`config.mk`:
```
export PLATFORM = sky130hd
export DESIGN_NAME = vhps_kernel
export DESIGN_NICKNAME = d
export VERILOG_FILES = /design/src/hw/rtl/vhps_pkg.sv /design/src/hw/rtl/vhps_kernel.sv
export SDC_FILE = /design/constraint.sdc
export NUM_CORES = 1
export LEC_CHECK = 0
export ABC_CLOCK_PERIOD_IN_PS = 7100
export BUFFER_PORTS_ARGS = -buffer_cell sky130_fd_sc_hd__buf_4
export CORE_UTILIZATION = 54
export DETAILED_ROUTE_END_ITERATION = 10
export PLACE_DENSITY = 0.85
export SETUP_SLACK_MARGIN = 0.05
export SYNTH_ARGS = -nofsm -noshare
export SYNTH_HDL_FRONTEND = slang
export SYNTH_SLANG_ARGS = --single-unit
```
`constraint.sdc`:
```
create_clock -name vclk -period 7.1
set_input_delay 1.065 -clock vclk [all_inputs]
set_output_delay 1.065 -clock vclk [all_outputs]
set_load 0.02 [all_outputs]
```
`src/hw/rtl/vhps_pkg.sv`:
```
// Package for the vertical half-pixel shift block.
// Holds result types, field widths, register indexes and default sizes.
// No dependencies.
`timescale 1ns / 1ps

package vhps_pkg;

  localparam int MAX_WIDTH_DEF  = 1024;
  localparam int MAX_HEIGHT_DEF = 1024;

  localparam int PIX_W  = 8;
  localparam int ROW_W  = 10;
  localparam int COL_W  = 10;
  localparam int CFG_W  = 11;
  localparam int CIDX_W = 2;

  localparam int MAX_RES    = 3;
  localparam int FIFO_DEPTH = 8;

  localparam logic [CIDX_W-1:0] REG_FRAME_WIDTH  = 2'd0;
  localparam logic [CIDX_W-1:0] REG_FRAME_HEIGHT = 2'd1;
  localparam logic [CIDX_W-1:0] REG_SHIFT_UP     = 2'd2;

  localparam logic [CFG_W-1:0] FRAME_WIDTH_RST  = 11'd720;
  localparam logic [CFG_W-1:0] FRAME_HEIGHT_RST = 11'd576;

  typedef struct packed {
    logic [PIX_W-1:0] pixel;
    logic [ROW_W-1:0] row;
    logic [COL_W-1:0] col;
    logic             run_last;
    logic             frame_end;
  } res_t;

  typedef struct packed {
    logic [1:0]         cnt;
    res_t [MAX_RES-1:0] item;
  } res_bundle_t;

endpackage

```
`src/hw/rtl/vhps_kernel.sv`:
```
// Filter kernel: builds the zero to three results of one source pixel.
// Four-tap inner filter, two-tap edge average, clamp, row and column tags.
// Depends on vhps_pkg.
`timescale 1ns / 1ps

module vhps_kernel #(
  parameter int RW = 10,
  parameter int CW = 10
) (
  input  logic [vhps_pkg::PIX_W-1:0] cur,
  input  logic [vhps_pkg::PIX_W-1:0] m1,
  input  logic [vhps_pkg::PIX_W-1:0] m2,
  input  logic [vhps_pkg::PIX_W-1:0] m3,
  input  logic [RW-1:0]              row,
  input  logic [CW-1:0]              col,
  input  logic [RW-1:0]              hm1,
  input  logic                       up,
  input  logic                       last_row,
  input  logic                       last_col,
  output vhps_pkg::res_bundle_t      res
);

  logic [8:0]                 avg_sum;
  logic [vhps_pkg::PIX_W-1:0] avg_pix;
  logic [11:0]                tap_v;
  logic [8:0]                 tap_q;
  logic [vhps_pkg::PIX_W-1:0] tap_pix;
  logic [vhps_pkg::COL_W-1:0] col_o;
  logic [1:0]                 k;

  assign avg_sum = {1'b0, m1} + {1'b0, cur};
  assign avg_pix = avg_sum[8:1];
  assign tap_v   = 12'd5 * ({4'd0, m2} + {4'd0, m1}) + 12'd512
                   - ({4'd0, m3} + {4'd0, cur});
  assign tap_q   = tap_v[11:3];
  assign col_o   = vhps_pkg::COL_W'(col);

  always_comb begin
    if (tap_q < 9'd64) begin
      tap_pix = '0;
    end else if (tap_q > 9'd319) begin
      tap_pix = 8'd255;
    end else begin
      tap_pix = 8'(tap_q - 9'd64);
    end
  end

  always_comb begin
    res = '0;
    k   = '0;
    if ((row == '0) && up) begin
      res.item[k] = '{pixel: cur, row: '0, col: col_o, run_last: 1'b0, frame_end: 1'b0};
      k = k + 2'd1;
    end
    if (row == RW'(1)) begin
      res.item[k] = '{pixel: avg_pix, row: vhps_pkg::ROW_W'(up), col: col_o,
                      run_last: 1'b0, frame_end: 1'b0};
      k = k + 2'd1;
    end
    if (row >= RW'(3)) begin
      res.item[k] = '{pixel: tap_pix,
                      row: vhps_pkg::ROW_W'(up ? row - RW'(1) : row - RW'(2)),
                      col: col_o, run_last: 1'b0, frame_end: 1'b0};
      k = k + 2'd1;
    end
    if (last_row) begin
      res.item[k] = '{pixel: avg_pix,
                      row: vhps_pkg::ROW_W'(up ? hm1 : hm1 - RW'(1)),
                      col: col_o, run_last: 1'b0, frame_end: 1'b0};
      k = k + 2'd1;
      if (!up) begin
        res.item[k] = '{pixel: cur, row: vhps_pkg::ROW_W'(hm1), col: col_o,
                        run_last: 1'b0, frame_end: 1'b0};
        k = k + 2'd1;
      end
    end
    res.cnt = k;
    if (k != 2'd0) begin
      res.item[k - 2'd1].run_last  = 1'b1;
      res.item[k - 2'd1].frame_end = last_row && last_col;
    end
  end

endmodule

```
; Word-level counts from Yosys, hierarchy flattened
; Cells that the tools add are included.
[word_totals]
reg_bits = 0
inputBits = 65
word_cells = 71
[classes]
addsub = 14
n_mul = 1
n_lt_le_gt_ge = 13
n_eq_ne = 1
muxes = 33
reduce_logical = 9
[op_table]
columns = cell, n
row1 = $bwmux W90, 6
row2 = $mux W90, 5
row3 = $demux W30 S2, 6
row4 = $mux W30, 5
row5 = $add A8 B8 Y9, 3
row6 = $mux W10, 2
row7 = $sub A10 B1 Y10 const B, 2
row8 = $mux W8, 2
row9 = $lt A2 B3 Y1 const B, 5
row10 = $add A12 B10 Y12 const B, 1
row11 = $mul A3 B9 Y12 const A, 1
row12 = $sub A12 B9 Y12, 1
row13 = $eq A10 B1 Y1 const B, 1
row14 = $ge A10 B2 Y1 const B, 1
row15 = $ge A2 B1 Y1 const B, 5
row16 = $logic_not A10 Y1, 1
row17 = $mux W2, 5
row18 = $sub A10 B2 Y10 const B, 1
row19 = $gt A9 B9 Y1 const B, 1
row20 = $lt A9 B7 Y1 const B, 1
row21 = $add A2 B1 Y2 const B, 4
row22 = $sub A8 B7 Y8 const B, 1
row23 = $logic_and A1 B1 Y1, 7
row24 = $mux W1, 2
row25 = 2 further kinds, 2

; Longest topological paths before layout
[logic_depth]
depth_word = 19
ltp_mapped = 22

; Worst setup path after synthesis
; No wires, ideal clock.
[synth_path]
path_kind = input to output
from = in m1[0] (netlist name)
to = out res[22] (netlist name)
t_arrival_ps = 5644
t_required_ps = 6035
slack_ps = 391
cell_stages = 22
path_buffers = 0
cell_sequence = ha_1 > inv_1 > fa_1 > nor2b_1 > o21ai_0 > a21boi_0 > o21ai_0 > a21oi_1 > o21ai_0 > nor2b_1 > fa_1 > inv_1 > ha_1 > ha_1 > a21o_1 > a211oi_1 > a211oi_1 > nand3_1 > ha_1 > a41oi_4 > nand2_4 > a311oi_1
[synth_lines]
columns = element, line_no
row1 = from (decl), vhps_kernel.sv:11  ; input logic [vhps_pkg::PIX_W-1:0] m1,
row2 = to (decl), vhps_kernel.sv:20  ; output vhps_pkg::res_bundle_t res

==> summary.txt <==
final net count -> 992
Port Buf Inserts -> 157
Vias -> 6296
slowest cell on the critical path -> fa_1
Fin. Hold Viols -> 0
total power -> 2.407 mW
DR iter-0 viols -> 873
CP peak stage delay -> 0.49 ns
First-pass DRT Iterations -> 6
Post-Syn Area per Cell -> 6.549 µm²
status -> completed
vias in the first global route -> 5658
global-route wire length before repair -> 27630 µm
ANT nets after route -> 0
Crit. End Element -> output pin
Detailed Route WL -> 18460 µm
Initial Util -> 0.5626
die height -> 94.99 µm
GRT overflow -> 0
gpl congestion -> 1.047
Crit path max-delay family -> compound AO/OA/AOI/OAI gates
Synth area leaders -> ha_1, o21ai_0, a21oi_1
number of remaining DRC errors -> 0
CLK BUF -> 0
max-cap violations -> 0
Crit path required time -> 6.03 ns
largest net degree at the start of global routing -> 56
fill count -> 652
Reg area -> 0 µm²
final setup vio count -> 0
buffers and inverters on the worst path -> 4
post-synthesis sequential area ratio -> 0
final critical-path required period -> 7.025 ns
fmax -> 0.1423 GHz
RSZ-0062 raised after global routing -> yes
routed len/inst -> 19.13 µm
Rows -> 33
VDD IR max -> 0.0004460 V
I/O pin total -> 157
layout cells sized above 1 -> 0.2884
DPL Wire Length -> 14050 µm
syn_nets -> 843
Power Density -> 382.8 mW/mm²
warnings from Yosys -> 0
CP startpoint kind -> input port
Mapped Cells -> 713
Netlist cell types -> 77
setup TNS -> 0 ns
DP Worst Slack -> -0.07339 ns
Die W -> 94.99 µm
Final WS setup -> 0.07472 ns
crit path cell chain -> buf_4 -> ha_1 -> a21o_1 -> a21oi_2 -> xnor2_1 -> fa_1 -> inv_1 -> ha_1 -> xor2_1 -> ha_1 -> ha_4 -> buf_4 -> nor4b_1 -> a2111oi_1 -> o311a_1 -> nor4_4 -> a41oi_4 -> nand2_4 -> a311oi_1 -> buf_4
Core ar. -> 0.008299 mm²
initial antenna violation count -> 0
Slew Viols, Final -> 0
total routing usage reported by global routing -> 0.3860
full die area -> 0.009023 mm²
Tcrit/Tclk final -> 0.9895
crit path DAT -> 5.96 ns
Vias/cell -> 6.524
Layout area overhead -> 34.70%
top cell type by total area after synthesis -> ha_1
ant diodes -> 0
worst-margin pin slew -> 0.9663 ns
Max FO, Critical Path -> 8
Setup Crit Path Kind -> in -> out
Slew headroom -> 0.3515
FFs & Latches -> 0
leakage power figure -> 2.902 nW
Mapped Area -> 0.004669 mm²
path category of the worst min-delay check -> in -> out
Yosys top cell area share -> 0.1367
## report_power, final
part / internal (mW) / switching, mW
clock network: 0 / 0
registers: 0 / 0
logic: 1.03 / 1.38
total: 1.03 / 1.38
## per-layer routing
metal	track usage	wire, µm	part of all wire
met1	0.5385	7288	0.39
met5	0	0	0
met3	0.03462	2262	0.12
met4	0.09596	461	0.025
met2	0.6343	8450	0.46
## cells by family (layout without fill, tap and decap cells)
| kind of cell | count (synthesis) | in the layout | share of synthesized area |
|---|---|---|---|
| mux | 4 | 4 | 0.008843 |
| compound gates | 261 | 261 | 0.3615 |
| fa+ha+maj | 65 | 65 | 0.1967 |
| buf+inv | 97 | 244 | 0.08092 |
| xor+xnor | 31 | 31 | 0.05815 |
| simple gates | 255 | 255 | 0.2939 |
## final timing paths
| check | startpoint | to | slack (ns) | cells after the start |
|---|---|---|---|---|
| max | m1[1] | res[22] | 0.07 | 20 |
| min | col[3] | res[35] | 2.45 | 3 |
## area by class of cell
class	count	area [µm²]	area share
well taps	105	131.4	0.02089
inverters	56	210.2	0.03342
multi-input cells	616	4521	0.7187
repair buffers	188	1428	0.2270
## cell usage after synthesis (5+ instances only)
cell / instances
a311oi_1: 6
a22o_1: 5
ha_1: 51
and2_1: 34
nand3b_1: 5
a21o_1: 10
buf_2: 5
nor2_1: 53
nor2b_1: 16
nor3_1: 15
a211oi_1: 12
a21oi_1: 60
a22oi_1: 14
nand2b_1: 5
a31oi_1: 6
clkbuf_1: 34
o21a_1: 5
xor2_1: 19
a32oi_1: 5
nand3_1: 21
o22ai_1: 28
a221oi_1: 5
inv_1: 55
xnor2_1: 12
o21ai_1: 5
o21ai_0: 61
a21boi_0: 8
nand2_1: 67
fa_1: 14
## through the flow
step	instances	cell area, µm²	util	hold slack [ns]
after CTS	960	6063	0.7306	2.450
after detailed placement	958	6011	0.7243	2.448
after floorplan	713	4669	-	2.311
after global routing	965	6290	0.7579	2.461
final	965	6290	0.7579	2.449
after global placement	958	6011	0.7243	2.446
## repair_timing
action / CTS / global route
pin swaps: 4 / 10
setup endpoints to repair: 16 / 23
hold buffers: 0 / 0
cloned: 0 / 0
setup buffers: 2 / 5
gates resized for setup: 8 / 38
## cell usage in the layout, fill, tap and decap left out, types with 5 or more instances in the layout
cell type	instances
nand2_1	66
a22oi_1	14
a21boi_0	7
a31oi_1	5
nand3b_1	5
o21ai_1	7
a21oi_2	5
a22o_1	5
fa_1	13
nor2_1	52
buf_4	186
nor2b_1	15
o21a_1	5
xor2_1	17
a211oi_1	9
ha_1	46
a21o_1	9
o22ai_1	27
a21oi_1	55
o21ai_0	58
xnor2_1	10
a221oi_1	5
and2_1	34
inv_1	55
nand3_1	20
nor3_1	15
Power figures use the tool's default switching activity.
